===== config.mk =====
export PLATFORM = sky130hd
export DESIGN_NAME = v4n_sqrt_cell
export DESIGN_NICKNAME = d
export VERILOG_FILES = /design/src/sv/v4n_pkg.sv /design/src/sv/v4n_sqrt_cell.sv
export SDC_FILE = /design/constraint.sdc
export NUM_CORES = 1
export LEC_CHECK = 0
export ABC_AREA = 1
export BUFFER_PORTS_ARGS = -buffer_cell sky130_fd_sc_hd__buf_2
export CAP_MARGIN = 20
export CORE_MARGIN = 4
export CORE_UTILIZATION = 45
export CTS_BUF_LIST = sky130_fd_sc_hd__clkbuf_2
export DETAILED_ROUTE_END_ITERATION = 8
export PLACE_DENSITY = 0.79
export SLEW_MARGIN = 20
export SYNTH_ARGS = -nofsm -noshare
export SYNTH_HDL_FRONTEND = slang
export SYNTH_SLANG_ARGS = --single-unit

===== constraint.sdc =====
create_clock -name clk -period 3.7 [get_ports clk]
set_input_delay 0.37 -clock clk [delete_from_list [all_inputs] [get_ports clk]]
set_output_delay 0.37 -clock clk [all_outputs]
set_load 0.02 [all_outputs]

===== src/sv/v4n_pkg.sv =====
// ---------------------------------------------------------------------------
// v4n_pkg: shared types and constants for the vector normalizer
// Payload structs for the input and result items, and the default width.
// ---------------------------------------------------------------------------
`default_nettype none
package v4n_pkg;
  localparam int DEF_COMP_WIDTH = 16;
  localparam int UNIT_W = 16;
  localparam int LEN_W = 17;
  localparam int Q_SHIFT = 14;

  typedef struct packed {
    logic signed [DEF_COMP_WIDTH-1:0] comp_x;
    logic signed [DEF_COMP_WIDTH-1:0] comp_y;
    logic signed [DEF_COMP_WIDTH-1:0] comp_z;
    logic signed [DEF_COMP_WIDTH-1:0] comp_w;
  } vec_in_t;

  typedef struct packed {
    logic signed [UNIT_W-1:0] unit_x;
    logic signed [UNIT_W-1:0] unit_y;
    logic signed [UNIT_W-1:0] unit_z;
    logic signed [UNIT_W-1:0] unit_w;
    logic [LEN_W-1:0]         length;
    logic                     zero_error;
  } vec_out_t;
endpackage
`default_nettype wire


===== src/sv/v4n_sqrt_cell.sv =====
// ---------------------------------------------------------------------------
// v4n_sqrt_cell: one stage of the digit-by-digit square root chain
// Resolves one result bit per cycle and forwards the magnitudes alongside.
// ---------------------------------------------------------------------------
`default_nettype none
module v4n_sqrt_cell import v4n_pkg::*; #(
  parameter int SUM_W = 34,
  parameter int MAG_W = 16,
  parameter int BIT_POS = 0
) (
  input  wire logic             clk,
  input  wire logic             rst,
  input  wire logic             vld_in,
  input  wire logic [SUM_W-1:0] rem_in,
  input  wire logic [SUM_W-1:0] res_in,
  input  wire logic [4*MAG_W-1:0] mag_in,
  input  wire logic [3:0]       neg_in,
  output logic                  vld_out,
  output logic [SUM_W-1:0]      rem_out,
  output logic [SUM_W-1:0]      res_out,
  output logic [4*MAG_W-1:0]    mag_out,
  output logic [3:0]            neg_out
);
  localparam logic [SUM_W-1:0] BITV = SUM_W'(1) << (2*BIT_POS);
  logic [SUM_W-1:0] trial;
  assign trial = res_in + BITV;

  always_ff @(posedge clk) begin
    if (rst) vld_out <= 1'b0;
    else vld_out <= vld_in;
    mag_out <= mag_in;
    neg_out <= neg_in;
    if (rem_in >= trial) begin
      rem_out <= rem_in - trial;
      res_out <= (res_in >> 1) + BITV;
    end else begin
      rem_out <= rem_in;
      res_out <= res_in >> 1;
    end
  end
endmodule
`default_nettype wire


==> flow_summary.yaml <==
die:
  start_util_pct: 46.4
  num_io_pins: 276
  die_width_um: 137
  die_height_um: 137
  die_area_um2: 18800
  rows: 46
  coreArea_um2: 16100
logic_synthesis:
  async_flop_share_pct: 0
  synthDistinctLibCells: 37
  synthCells: 1082
  yosysTopAreaCellShare_pct: 36.6
  synth-seq-area-share_pct: 36.6
  synth_seq_cells: 137
  syn_area_um2: 7480
  synth.area.top_cells: "dfxtp_1 (37%), nand2_1 (20%), xor2_1 (8.3%), inv_1 (7.2%), ha_1 (6.0%)"
  synth_common_cells: "nand2_1 (393), inv_1 (144), dfxtp_1 (137), nor2_1 (93), xor2_1 (71)"
  synth_edf_count: 0
  synth.most_common_cell: "nand2_1"
  yosysWarnings: 0
  avgSynthCellArea_um2: 6.92
  syn_nets: 1258
  synth_top_area_cell: "dfxtp_1"
  synth_ff_type: "dfxtp_1"
clock_tree:
  cts_root_buffer: "clkbuf_2"
  clk_pin_slew_ps: 260
  cts_sinks: 137
  clock_path_buffers: 2
  numCtsBuffers: 17
  cts.htree.levels: 4
  cts_tree: "built"
  post_cts_buffers: 0
sta:
  fin_crit_ps: 3430
  fmax_mhz: 292
  finalSetupTns_ps: 0
  rsz0062_at_grt: "no"
  fin_crit_sh_pct: 92.6
  worst_pin_slew_ps: 563
  setup_viol: 0
  slew_viol_final: 0
  hold_viol_final: 0
  slew_headroom_pct: 62.2
  whs_ps: 234
place:
  place_inst: 1572
  dp_hpwl_um: 21000
  gp_congestion: 0.961
  port_buffers: 275
route:
  drtIter0Drc: 566
  wl_met2_um: 13600
  dr_total_vias: 8391
  wl_met3_um: 2170
  wl_met1_um: 11000
  route.top_layer_used: "met4"
  routedWlPerCell_um: 16.1
  drc: 0
  ant_nets: 0
  vias_per_cell: 4.81
  wirelength_um: 28100
  firstDrtPassIters: 5
finish:
  nets: 1689
  fin_cells: 1744
  multiInputGateArea_um2: 4060
  seqCellArea_um2: 2740
  drive_gt1_share_pct: 23.5
  fill_cells: 1434
  syn2layout_area_growth_pct: 45.0
  postLayoutCoreUtil_pct: 67.4
grt:
  grt_pass1_vias: 8240
  grt_usage_pct: 29.3
  grt_overflow: 0
  grt_max_degree: 55
  grt_pass1_wl_um: 42100
  antenna_found_initial: 0
critical_path:
  crit_fanout: 54
  start_kind: "primary input"
  setup.worst_path.end_class: "flip-flop"
  crit_arrival_ps: 4110
  critPathRequiredTime_ps: 4380
  worstSetupPathType: "primary input to flip-flop"
outcome:
  status: "finished, final reports clean"
hold_path:
  hold_class: "primary input to flip-flop"
power_and_ir_drop:
  vdd_drop_max_v: 0.000231
  leakagePower_nw: 5.75
  power_density_nw_per_um2: 385
run:
  drv_cap: 0
[path summary, 6_finish.rpt]
kind	cells past startpoint	slack [ps]	from	to
hold / removal	2	230	mag_in[52]	mag_out[52]$_DFF_P_
setup / recovery	20	270	res_in[22]	res_out[33]$_SDFF_PN0_
[flip-flops by register name, indices dropped and copies added, names as in the netlist]
register  cells
res_out      34
neg_out       4
rem_out      34
vld_out       1
mag_out      64
[layout by cell type (no fill, tap or decap), drive strengths merged, types with 3 or more instances in the layout]
cell,synthesis,layout
nor4,3,3
nor2,103,103
inv,145,154
nor3,21,21
clkbuf,3,17
xor2,71,71
nand2,395,395
a21oi,28,28
xnor2,6,6
o21bai,3,3
nand3b,7,7
dlygate4sd3,0,138
dfxtp,137,137
nand3,49,49
bufinv,0,3
buf,15,292
o21ai,41,41
nand4,13,13
ha,36,36
[stage by stage]
step / instance area, um^2 / setup WS, ps / power [mW]
2_1_floorplan: 7480 / 755 / 2.52
3_3_place_gp: 9150 / 97.5 / 2.95
3_5_place_dp: 9150 / 15.5 / 2.96
4_1_cts: 10800 / 298 / 4.18
5_1_grt: 10800 / 34.0 / 4.40
6_report: 10900 / 274 / 4.18
[power breakdown]
part / switching, mW / internal, mW
clock: 0.683 / 0.422
sequential: 0.0504 / 1.65
combinational: 0.860 / 0.516
total: 1.59 / 2.59
[cell families (layout without fill, tap and decap cells)]
kind of cell	count (synthesis)	in the layout	share of synthesized area, %
simple gates	594	594	33.7
buf+inv	163	607	9.19
flops	137	137	36.6
xor+xnor	77	77	9.01
compound gates	74	74	5.17
fa+ha+maj	37	37	6.29
other cells	0	2	0
[critical path, cell delays in order]
cell and delay, ps:
dlygate4sd3_1 530, buf_2 200, inv_1 80, nor3_1 340, nand2_1 150, nor4_2 410, nand2_1 130, xor2_1 200
ha_1 360, nand2_1 80, nor2_1 150, nand2_1 130, nor2_2 140, nand3_1 80, nand3_1 110, nor2_2 50
nand2_4 100, buf_12 250, nand3_1 110, nor2_1 100
[what timing repair did]
item / CTS / global route
hold buffers: 138 / 0
setup endpoints to repair: 0 / 42
endpoints found under the hold margin: 137 / 0
gates resized for setup: 0 / 2
[layer usage]
metal / track usage (%) / up-vias
met3: 5.88 / 76
li1: - / 4231
met5: 0 / -
met1: 33.9 / 3715
met2: 51.5 / 369
met4: 14.2 / 0
[cell type report]
type                            count  share of cell area (%)
Antenna cell                        2                  0.0461
Clock buffer                       17                   0.784
Clock inverter                     15                    2.04
Inverter                          145                    5.01
Timing Repair Buffer              430                    27.0
Tap cell                          216                    2.49
Multi-Input combinational cell    782                    37.4
Sequential cell                   137                    25.3
Note: power is estimated with default switching activity, not from simulation.
