===== config.mk =====
export PLATFORM = sky130hd
export DESIGN_NAME = v4n_div_cell
export DESIGN_NICKNAME = d
export VERILOG_FILES = /design/src/sv/v4n_pkg.sv /design/src/sv/v4n_div_cell.sv
export SDC_FILE = /design/constraint.sdc
export NUM_CORES = 1
export LEC_CHECK = 0
export BUFFER_PORTS_ARGS = -buffer_cell sky130_fd_sc_hd__buf_2
export CAP_MARGIN = 10
export CORE_AREA = 2 2 259 261
export CTS_CLUSTER_DIAMETER = 120
export DETAILED_ROUTE_END_ITERATION = 8
export DIE_AREA = 0 0 261 263
export PLACE_DENSITY = 0.51
export SLEW_MARGIN = 20
export SYNTH_ARGS = -nofsm -noshare
export SYNTH_HDL_FRONTEND = slang
export SYNTH_SLANG_ARGS = --single-unit

===== constraint.sdc =====
create_clock -name clk -period 2.65 [get_ports clk]
set_input_delay 0.1325 -clock clk [delete_from_list [all_inputs] [get_ports clk]]
set_output_delay 0.1325 -clock clk [all_outputs]
set_load 0.05 [all_outputs]

===== src/sv/v4n_pkg.sv =====
// ---------------------------------------------------------------------------
// v4n_pkg: shared types and constants for the vector normalizer
// Payload structs for the input and result items, and the default width.
// ---------------------------------------------------------------------------
`default_nettype none
package v4n_pkg;
  localparam int DEF_COMP_WIDTH = 16;
  localparam int UNIT_W = 16;
  localparam int LEN_W = 17;
  localparam int Q_SHIFT = 14;

  typedef struct packed {
    logic signed [DEF_COMP_WIDTH-1:0] comp_x;
    logic signed [DEF_COMP_WIDTH-1:0] comp_y;
    logic signed [DEF_COMP_WIDTH-1:0] comp_z;
    logic signed [DEF_COMP_WIDTH-1:0] comp_w;
  } vec_in_t;

  typedef struct packed {
    logic signed [UNIT_W-1:0] unit_x;
    logic signed [UNIT_W-1:0] unit_y;
    logic signed [UNIT_W-1:0] unit_z;
    logic signed [UNIT_W-1:0] unit_w;
    logic [LEN_W-1:0]         length;
    logic                     zero_error;
  } vec_out_t;
endpackage
`default_nettype wire


===== src/sv/v4n_div_cell.sv =====
// ---------------------------------------------------------------------------
// v4n_div_cell: one restoring-division stage for the four quotients
// Shifts in one dividend bit per lane and produces one quotient bit per cycle.
// ---------------------------------------------------------------------------
`default_nettype none
module v4n_div_cell import v4n_pkg::*; #(
  parameter int DVD_W = 30,
  parameter int DEN_W = 17
) (
  input  wire logic                 clk,
  input  wire logic                 rst,
  input  wire logic                 vld_in,
  input  wire logic [DEN_W-1:0]     den_in,
  input  wire logic [4*DVD_W-1:0]   dvd_in,
  input  wire logic [4*DEN_W-1:0]   rem_in,
  input  wire logic [4*DVD_W-1:0]   quo_in,
  input  wire logic [3:0]           neg_in,
  output logic                      vld_out,
  output logic [DEN_W-1:0]          den_out,
  output logic [4*DVD_W-1:0]        dvd_out,
  output logic [4*DEN_W-1:0]        rem_out,
  output logic [4*DVD_W-1:0]        quo_out,
  output logic [3:0]                neg_out
);
  always_ff @(posedge clk) begin
    if (rst) vld_out <= 1'b0;
    else vld_out <= vld_in;
    den_out <= den_in;
    neg_out <= neg_in;
    for (int i = 0; i < 4; i++) begin
      logic [DEN_W:0] sh;
      sh = {rem_in[i*DEN_W +: DEN_W], dvd_in[i*DVD_W + DVD_W-1]};
      dvd_out[i*DVD_W +: DVD_W] <= dvd_in[i*DVD_W +: DVD_W] << 1;
      if (sh >= {1'b0, den_in}) begin
        rem_out[i*DEN_W +: DEN_W] <= DEN_W'(sh - {1'b0, den_in});
        quo_out[i*DVD_W +: DVD_W] <= {quo_in[i*DVD_W +: DVD_W-1], 1'b1};
      end else begin
        rem_out[i*DEN_W +: DEN_W] <= sh[DEN_W-1:0];
        quo_out[i*DVD_W +: DVD_W] <= {quo_in[i*DVD_W +: DVD_W-1], 1'b0};
      end
    end
  end
endmodule
`default_nettype wire


==> results of run 1 <==
-- cells by family after synthesis --
logic type / count (synthesis) / share of synthesized area (%)
xor gates and xnor gates: 48 / 3.96
AOI/OAI and AO/OA: 190 / 11.4
DFF: 326 / 61.5
and+or+nand+nor: 179 / 8.25
buffers and inverters: 54 / 2.38
muxes: 31 / 3.75
adders and majority gates: 72 / 8.77
other: 1 / 0.0353
-- final cells by class --
cell class / instances / area [um2]
Timing Repair Buffer: 1067 / 7270
Multi-Input combinational cell: 526 / 4010
Fill cell: 6720 / 45200
Clock inverter: 20 / 344
Tap cell: 864 / 1080
Sequential cell: 326 / 6530
Inverter: 36 / 146
Antenna cell: 6 / 15.0
Clock buffer: 49 / 1080
-- worst min-delay path, cell delays in order --
cell	delay, ns
buf_2	0.12
fa_1	0.17
mux2_4	0.13
-- what timing repair did --
item,in CTS,in global routing
gates resized for setup,0,42
setup buffers,0,4
hold buffers,324,1
hold endpoints to repair,322,1
setup endpoints to repair,0,53
-- report_power, final --
part           internal (mW)  switching, mW
sequential              5.33          0.143
combinational           1.45           2.71
clock                   3.70           2.23
total                   10.5           5.09
-- routing by layer --
layer	up-vias	GRT usage (%)	routed length [um]
met1	5095	15.0	19600
li1	5313	-	-
met5	-	0	13
met2	497	28.1	28100
met4	2	9.58	3790
met3	102	4.79	4760
-- final timing paths --
kind / from / endpoint / cells after the start
worst max-delay path: den_in[5] / rem_out[39] / 11
worst min-delay path: rem_in[34] / rem_out[35] / 3
-- flip-flops by register name, indices dropped and copies added, names as in the netlist --
register,cells
quo_out,120
dvd_out,116
rem_out,68
den_out,17
neg_out,4
vld_out,1
-- cells in the mapped netlist, types with 9 or more instances --
| master | count | area (um2) |
|---|---|---|
| nor2_1 | 59 | 221 |
| a21oi_1 | 71 | 355 |
| nor2b_1 | 12 | 75.1 |
| mux2_4 | 14 | 210 |
| nand4_1 | 9 | 56.3 |
| dfxtp_1 | 326 | 6530 |
| mux2_2 | 14 | 158 |
| xnor2_1 | 32 | 280 |
| nor3_1 | 12 | 60.1 |
| xor2_1 | 16 | 140 |
| inv_1 | 36 | 135 |
| o21a_1 | 9 | 67.6 |
| a21o_1 | 19 | 143 |
| nand2b_1 | 10 | 62.6 |
| nand2_1 | 42 | 158 |
| ha_1 | 68 | 851 |
| o21ai_0 | 34 | 170 |
==> results.toml, run 1 <==
[timing]
tightestPinTransition_ns = 0.481
period_share_pct = 99.4
finalSetupViolations = 0
fin_setup_tns_ns = 0
maxSlewViolCount = 0
period_needed_ns = 2.64
slew_headroom_pct = 67.1
hold_slack_ns = 0.0355
hold_viol_final = 0
fin_ws_ns = 0.0148
rsz0062_at_grt = "true"
timing.fmax_ghz = 0.379

[global_routing]
grt_usage_pct = 15.4
grt_max_degree = 32
grt_pass1_vias = 11800
grt_overflow = 0
grt_pass1_wl_mm = 77.1
antenna_found_initial = 5

[worst_setup_path]
critPathLaunchType = "input port"
path_max_fanout = 7
cp_common_cell = "or4_4"
cp-end-kind = "register"
crit_buf_inv = 5
path_class = "input port to register"
worstPathArrival_ns = 3.06
slowest_delay_ns = 0.54
crit_slowest_cell = "dlygate4sd3_1"
cp_data_required_time_ns = 3.08
critical_path.cell_chain = "dlygate4sd3_1 > buf_2 > clkinvlp_4 > buf_12 > ha_4 > nand4_1 > buf_4 > or4_4 > a21oi_2 > or4_4 > mux2_4"
critPathTopFamily = "buffers and inverters"

[logic_synthesis]
syn_inst = 901
ys_types = 62
synth_warnings = 0
synthArstFlopShare_pct = 0
ys_ff_latch = 326
seq_area_frac_synth_pct = 61.5
syn-cell-area_mm2 = 0.0106
synth_edf_count = 0
synth.avg_cell_area_um2 = 11.8
synth_ff_type = "dfxtp_1"

[run_status]
status = "finished clean"

[floorplanning]
boundaryPins = 662
fp.dieW_um = 261
rows = 94
start_util_pct = 16.2
fp.dieArea_mm2 = 0.0686
core_mm2 = 0.0656
die_h_um = 263

[cells_and_area]
layout-drive-gt1-share_pct = 43.7
layout.nets = 2399
postLayoutCoreUtil_pct = 31.2
areaGrowthSynthToFinish_pct = 92.9
mostFrequentLayoutCell = "buf_2"
instances_no_fill = 2894
final_cell_mix = "buf_2 (651), dfxtp_1 (326), dlygate4sd3_1 (325)"
fin_area_mm2 = 0.0205

[clock_network]
cts_sinks = 326
cts_tree = "built"
clkTransAtPathRegs_ns = 0.06
h-tree-depth = 2
cts_buffers = 38
cts-root-buf = "clkbuf_16"
clk_path_buf_depth = 3

[placement]
place_area_mm2 = 0.0155
gp_congestion = 0.893
dp_slack_ns = -0.261
placed_cells = 2487
place_hpwl_mm = 43.9
port_buffers = 653

[route]
drt_iter0_markers = 510
drc = 0
post_drt_wl_per_cell_um = 19.4
drtPass1Iterations = 4
ant_nets = 0
finalWirelength_mm = 56.3
via_count = 11000
via_per_inst = 3.80

[power_and_ir_drop]
ir_drop_v = 0.000533
total_power_mw = 15.6
p_per_area_mw_per_mm2 = 760
leakage_nw = 9.68

[flow_run]
maxCapViolations = 0

[worst_hold_path]
hold_class = "input port to register"
Note: power is estimated with default switching activity, not from simulation.
==> run 2, diff against run 1 <==
Settings changed: PLACE_DENSITY 0.51 to 0.4, RECOVER_POWER from default to 50.
==> run 2 against run 1 <==
  * Utilization fell by 0.095 points
  * Sequential share of layout area increased by 0.098 points
  * Fmax grew 2.8%
  * Power decreased by 2.0%
  * Critical path depth unchanged
  * Sequential cell count is the same
  * Global-route usage hardly changed
  * Worst setup slack better by 0.072 ns
  * Non-clock buffer count rose by 25
  * First-iteration DRC count shrank 15%
  * Critical endpoint is now rem_out[35]
  * Largest power group unchanged
==> results.toml, run 2 (same netlist as run 1, synthesis figures left out) <==
[run_status]
status = "finished clean"

[global_routing]
grt_pass1_vias = 11600
antenna_found_initial = 12
grt_max_degree = 21
grt_pass1_wl_mm = 76.6
grt_usage_pct = 15.4
grt_overflow = 0

[clock_network]
clk_path_buf_depth = 3
cts_sinks = 326
cts_buffers = 38
h-tree-depth = 2
clkTransAtPathRegs_ns = 0.05
cts-root-buf = "clkbuf_16"
cts_tree = "built"

[cells_and_area]
fillers = 6813
largest_register = "quo_out"
mostFrequentLayoutCell = "buf_2"
reg_top3 = "quo_out (120), dvd_out (116), rem_out (68)"
postLayoutCoreUtil_pct = 31.1
largest_register_ffs = 120
areaGrowthSynthToFinish_pct = 92.3
layout.nets = 2422
final_cell_mix = "buf_2 (555), dfxtp_1 (326), dlygate4sd3_1 (325)"
instances_no_fill = 2911
layout-drive-gt1-share_pct = 38.7

[worst_setup_path]
path_class = "input port to register"
critical_path.cell_chain = "dlygate4sd3_1 > buf_2 > ha_4 > a21oi_1 > o21ai_1 > or3_1 > o21ai_2 > a21oi_1 > or4_4 > buf_12 > mux2_4"
crit_buf_inv = 3
critPathLaunchType = "input port"
worstPathArrival_ns = 2.99
crit_slowest_cell = "or4_4"
cp_data_required_time_ns = 3.08
critPathTopFamily = "buffers and inverters"
path_max_fanout = 11
cp-end-kind = "register"
cp_common_cell = "a21oi_1"
crit_start = "rem_in[46]"
slowest_delay_ns = 0.59

[power_and_ir_drop]
leakage_nw = 9.55
ir_drop_v = 0.000420
p_per_area_mw_per_mm2 = 748

[timing]
finalSetupViolations = 0
period_needed_ns = 2.56
timing.fmax_ghz = 0.390
period_share_pct = 96.7
hold_viol_final = 0
tightestPinTransition_ns = 0.675
maxSlewViolCount = 0
slew_headroom_pct = 55.0
fin_ws_ns = 0.0871

[placement]
place_hpwl_mm = 44.9
placed_cells = 2511
port_buffers = 653
dp_slack_ns = -0.297
gp_congestion = 0.865

[route]
post_drt_wl_per_cell_um = 19.0
drc = 0
drt_iter0_markers = 434
drtPass1Iterations = 4
finalWirelength_mm = 55.4
via_count = 10900
ant_nets = 0
via_per_inst = 3.75

[floorplanning]
fp.dieW_um = 261
die_h_um = 263
rows = 94
boundaryPins = 662
core_mm2 = 0.0656
start_util_pct = 16.2
fp.dieArea_mm2 = 0.0686

[worst_hold_path]
hold_class = "input port to register"
hp-start = "rem_in[50]"

[flow_run]
maxCapViolations = 0
-- run 2: cell count changes in the layout (fill, tap and decap cells not counted), moves of 4 or more --
| cell | delta |
|---|---|
| buf_12 | +4 |
| diode_2 | -5 |
| buf_2 | -96 |
| clkbuf_1 | +98 |
| buf_4 | +20 |
| clkbuf_8 | +5 |
| ha_1 | +5 |
-- run 2: layout make-up --
class	count	area [um2]	share of cell area, %
clock inverters	10	196	0.962
diodes	1	2.50	0.0123
clock buffers	58	1170	5.72
well taps	864	1080	5.30
repair buffers	1092	7390	36.2
inverters	36	135	0.662
flip-flops and latches	326	6530	32.0
multi-input cells	524	3910	19.2
-- run 2: per-stage QoR --
stage	TNS, ns	cell area [um2]	hold WS [ns]	power [mW]
2_1_floorplan	0	10600	0.160	7.99
3_3_place_gp	-6.92	15800	0.236	9.34
3_5_place_dp	-8.98	15800	0.236	9.32
4_1_cts	0	20400	0.00734	15.5
5_1_grt	-0.00488	20400	0.0390	15.9
6_report	0	20400	0.0279	15.3
-- run 2: worst paths after layout --
kind     endpoint  slack (ns)  depth (start not counted)
max   rem_out[35]        0.09                         11
min   rem_out[37]        0.03                          3
-- run 2: repair_timing --
item                                    CTS  global route
endpoints found under the hold margin   323             0
setup buffers                             0             5
endpoints found under the setup margin    0            63
hold buffers                            326             0
gates resized for setup                   0            21
-- run 2: power breakdown --
group | total, mW | internal (mW) | switching (mW) | leakage, nW
registers | 5.47 | 5.33 | 0.133 | 2.75
logic | 4.14 | 1.45 | 2.69 | 6.13
clock network | 5.65 | 3.53 | 2.12 | 0.668
-- run 2: routing by layer --
metal / GRT usage, % / share of wire (%) / vias up
met5: 0 / 0.023 / -
li1: - / - / 5349
met4: 7.86 / 5.3 / 2
met3: 3.96 / 7.4 / 101
met1: 14.9 / 34 / 4984
met2: 29.7 / 53 / 473
